$ cat config.mk
export PLATFORM = sky130hd
export DESIGN_NAME = tce_ram
export DESIGN_NICKNAME = d
export VERILOG_FILES = /design/src/rtl/core/tce_ram.sv
export SDC_FILE = /design/constraint.sdc
export NUM_CORES = 2
export LEC_CHECK = 0
export BUFFER_PORTS_ARGS = -buffer_cell sky130_fd_sc_hd__buf_2
export CAP_MARGIN = 40
export CORE_ASPECT_RATIO = 0.8
export CORE_MARGIN = 3
export CORE_UTILIZATION = 50
export DETAILED_ROUTE_END_ITERATION = 10
export GPL_TIMING_DRIVEN = 0
export PLACE_DENSITY = 0.65
export SKIP_LAST_GASP = 1
export SYNTH_ARGS = -nofsm -noshare
export SYNTH_HDL_FRONTEND = slang
export SYNTH_SLANG_ARGS = --single-unit
export TNS_END_PERCENT = 100
$ cat constraint.sdc
create_clock -name clk -period 2.7 [get_ports clk]
set_input_delay 0.135 -clock clk [delete_from_list [all_inputs] [get_ports clk]]
set_output_delay 0.135 -clock clk [all_outputs]
set_load 0.01 [all_outputs]
$ cat src/rtl/core/tce_ram.sv
// Generic single-write, single-read synchronous RAM with registered read.
// Read-first on a same-address write; no dependencies.

module tce_ram #(
    parameter int WIDTH = 8,
    parameter int DEPTH = 256
) (
    input  logic                     clk,
    input  logic                     we,
    input  logic [$clog2(DEPTH)-1:0] waddr,
    input  logic [WIDTH-1:0]         wdata,
    input  logic                     re,
    input  logic [$clog2(DEPTH)-1:0] raddr,
    output logic [WIDTH-1:0]         rdata
);

    logic [WIDTH-1:0] mem [DEPTH];

    always_ff @(posedge clk) begin
        if (we) begin
            mem[waddr] <= wdata;
        end
        if (re) begin
            rdata <= mem[raddr];
        end
    end

endmodule

==> results.toml <==
[critical_path]
startpoint_type = "input port"
criticalPathCategory = "input port to flop"
critical_path_arrival_ns = 3.39
cp_cell_sequence = "clkbuf_1 -> nor2b_1 -> clkbuf_1 -> nand4_1 -> clkbuf_2 -> nor2_1"
cp_top_family = "simple AND/OR/NAND/NOR gates"
most_frequent_cell_on_the_critical_path = "sky130_fd_sc_hd__clkbuf_1"
critical_path.max_stage_delay_ns = 0.88
timing.critical_path.to_type = "flop"
cp_max_delay_cell = "sky130_fd_sc_hd__nand4_1"
worst-endpoint-required_ns = 3.15
critical_path_peak_fanout = 10
critPathBufInv = 3

[logic_synthesis]
share_of_yosys_cell_area_claimed_by_the_top_area_cell_type_pct = 77.5
post_synth_inst_count = 3733
yosysTopAreaCell = "sky130_fd_sc_hd__edfxtp_1"
synth.yosys.seq_area_share_pct = 77.5
async_reset_ff_share_pct = 0
ys.flop_type = "sky130_fd_sc_hd__edfxtp_1"
ys_ff_latch = 2056
ys_warn_count = 0
yosys.cell_types.count = 54
synth_area_um2 = 79600
synthTopCellsByArea = "sky130_fd_sc_hd__edfxtp_1 (78%), sky130_fd_sc_hd__mux4_2 (13%), sky130_fd_sc_hd__mux2i_1 (1.7%)"
synthesis.nets = 3760
synth-edff-count = 2056
syn-mean-instance-area_um2 = 21.3

[pwr]
power.combinational.fraction_pct = 6.0
vdd_ir_drop_max_uv = 687
swShare_pct = 22.1
netSwitchingPower_mw = 14.6
total_leakage_power_nw = 28.3
clock_power_share_pct = 40.8
cellInternalPower_mw = 51.6
power.density_cell_area_nw_per_um2 = 728
p_seq_share_pct = 53.2

[grt]
number_of_antenna_violations_at_the_first_check_in_global_routing = 22
globalRouteOverflowTotal = 0
first_pass_grt_wire_length_um = 331000
first_global_vias = 40901
global_route.usage.total_pct = 29.4
maximum_number_of_pins_on_one_net_before_global_route_repair = 143

[place]
place.port_buffers = 27
place.gp.congestion = 0.972
place_worst_setup_slack_ns = -1.77
dp_hpwl_um = 164000
dp.cells = 6020

[sta]
setup_total_negative_slack_ns = -20.31
setup_repair_after_global_routing_missed_its_margin = "true"
min_cycle_time_layout_ns = 2.94
final.setup_skew_ns = 0.0219
timing.final.setup_violations = 138
timing.hold.ws_ns = 0.129
max_freq_mhz = 340
final.setup.worst_slack_ns = -0.239
report.final.hold_viol_count = 0
timing_max_transition_violations_final = 0
tightest_slew_ns = 1.10
max_slew_margin_pct = 26.4
period_share_pct = 109

[routing]
post_drt_via_cell_ratio = 6.66
detail-route-antenna-nets = 0
routed_wire_length_per_instance_um = 37.6
totalWireLength_um = 240000
vias = 42588
drtIter0Drc = 7792
dr.pass1.iters = 6
detail_route.drc_violations = 0

[floorplan]
die_h_um = 363
core_area_um2 = 158000
die-width_um = 452
placementRows = 130
io_pins = 35
initial_core_util_pct = 50.5
die_area_um2 = 164000

[clocking]
cts.htree.levels = 4
ctsRootBufferMaster = "sky130_fd_sc_hd__clkbuf_16"
tritoncts = "yes"
number_of_buffers_added_by_the_clock_tree_synthesis_step = 191
clock_sinks = 2056
clk_pin_slew_worst_paths_ns = 0.06
worstSkewPairLatency_ns = 0.83
clockBufferDepth = 3

[run_status]
failed_checks = "setup timing"
outcome = "complete, but fails checks"

[cells_and_area]
final_nets = 4141
synthToLayoutAreaGrowth_pct = 14.2
post_route_cells_drive_above_1_share_pct = 26.2
n_fill_cell = 11408
final_cells = 6392

[min_path]
hold_path.class = "input port to flop"

[job]
maxCapViolCount = 0
==> worst paths after layout <==
path | to | cells past startpoint | start | slack (ns)
setup / recovery | mem[190][3] | 6 | waddr[1] | -0.24
hold / removal | mem[100][7] | 4 | waddr[7] | 0.13
setup reg to reg | rdata[6] | 6 | mem[83][6] | -0.09
hold reg to reg | rdata[7] | 5 | mem[103][7] | 1.23
==> metrics by stage <==
stage	total power, mW	util [%]	cell area (um^2)
6_report	66.2	57.7	90900
4_1_cts	66.2	57.5	90700
3_5_place_dp	39.7	53.4	84100
3_3_place_gp	39.6	52.3	82400
2_1_floorplan	37.6	-	79600
5_1_grt	67.7	57.7	90900
==> timing repair <==
action	4_1_cts	5_1_grt
endpoints found under the setup margin	8	180
hold endpoints to repair	760	0
buffers inserted	0	3
pin swaps	7	1
gates cloned	0	0
gates resized for setup	86	52
hold buffers	9	0
==> placed cells by master (no fill, tap or decap), types with 9 or more instances in the layout <==
cell / n
sky130_fd_sc_hd__a211oi_1: 14
sky130_fd_sc_hd__a21oi_1: 89
sky130_fd_sc_hd__a221oi_1: 9
sky130_fd_sc_hd__a22oi_1: 133
sky130_fd_sc_hd__buf_1: 15
sky130_fd_sc_hd__buf_16: 12
sky130_fd_sc_hd__buf_2: 46
sky130_fd_sc_hd__buf_4: 118
sky130_fd_sc_hd__buf_6: 47
sky130_fd_sc_hd__buf_8: 44
sky130_fd_sc_hd__bufinv_16: 20
sky130_fd_sc_hd__clkbuf_1: 111
sky130_fd_sc_hd__clkbuf_16: 195
sky130_fd_sc_hd__clkbuf_2: 36
sky130_fd_sc_hd__clkbuf_4: 11
sky130_fd_sc_hd__clkinv_1: 42
sky130_fd_sc_hd__clkinv_2: 30
sky130_fd_sc_hd__diode_2: 14
sky130_fd_sc_hd__dlygate4sd3_1: 9
sky130_fd_sc_hd__edfxtp_1: 2056
sky130_fd_sc_hd__mux2i_1: 134
sky130_fd_sc_hd__mux4_2: 454
sky130_fd_sc_hd__nand2_1: 33
sky130_fd_sc_hd__nand3_1: 34
sky130_fd_sc_hd__nand4_1: 10
sky130_fd_sc_hd__nor2_1: 273
sky130_fd_sc_hd__nor2b_1: 30
sky130_fd_sc_hd__nor3_1: 12
sky130_fd_sc_hd__nor3_2: 9
sky130_fd_sc_hd__nor4_2: 14
sky130_fd_sc_hd__o211ai_1: 10
sky130_fd_sc_hd__o21ai_0: 10
sky130_fd_sc_hd__o221ai_1: 43
sky130_fd_sc_hd__o22ai_1: 28
==> state kept, by name, summed over array words and instances, names as in the netlist <==
register and cells:
rdata 8, mem 2048
==> area by class of cell <==
cell class                 instances  area [um^2]  share of cell area (%)
tap                             2112         2640                    2.91
clock buffer                     234         5030                    5.53
timing repair buffer             190         1940                    2.14
multi-input combinational       1442        16800                    18.5
antenna                           14         35.0                  0.0385
inverter                           2         11.3                  0.0124
buffer                           231         1570                    1.73
sequential                      2056        61700                    67.9
clock inverter                   111         1120                    1.24
==> worst register-to-register path: stages, from the launching register on <==
cell                       delay, ns
sky130_fd_sc_hd__edfxtp_1       0.37
sky130_fd_sc_hd__mux4_2         0.47
sky130_fd_sc_hd__a22o_1         0.29
sky130_fd_sc_hd__a221oi_4       0.59
sky130_fd_sc_hd__o32ai_2        0.29
sky130_fd_sc_hd__nor3_4         0.35
sky130_fd_sc_hd__nor4_2         0.15
==> power by group through the flow <==
stage / Clock (mW) / Combinational (mW) / Sequential (mW)
after global routing: 28.5 / 4.05 / 35.2
final: 27.0 / 3.99 / 35.2
after floorplan: 0 / 1.71 / 35.9
after CTS: 27.1 / 3.85 / 35.2
after detailed placement: 0 / 3.75 / 35.9
after global placement: 0 / 3.53 / 36.0
==> routing by layer <==
layer	wire (um)	vias to the layer above	track usage [%]
met5	189	-	0.723
met4	10500	6	11.8
met3	33800	499	9.94
met2	103000	3157	41.0
met1	92800	22428	42.9
li1	-	16498	-
==> synthesized netlist by cell type, drive strengths merged, types with 2 or more instances <==
library cell  number
a31oi              2
o22a               5
mux4             456
mux2i            134
a22oi            133
a221oi            14
a2111oi            5
a211oi            16
a22o               8
nand4             10
a21oi             96
and2               6
edfxtp          2056
o21ai             12
nor3              22
a311oi             2
nand3             34
clkbuf           111
nor2b             31
buf              122
nand3b             2
nor2             282
and3b              2
nand2             33
nand2b             8
o32ai              5
o22ai             28
o221ai            47
o211ai            10
or2                4
nor4              27
==> cells by family (layout without fill, tap and decap cells) <==
| group | Yosys count | after routing | share of synthesized area [%] |
|---|---|---|---|
| flops | 2056 | 2056 | 77.5 |
| simple gates | 466 | 466 | 2.63 |
| mux | 591 | 591 | 14.6 |
| buf+inv | 235 | 768 | 1.83 |
| compound gates | 385 | 385 | 3.42 |
| other cells | 0 | 14 | 0 |
Power figures use the tool's default switching activity.
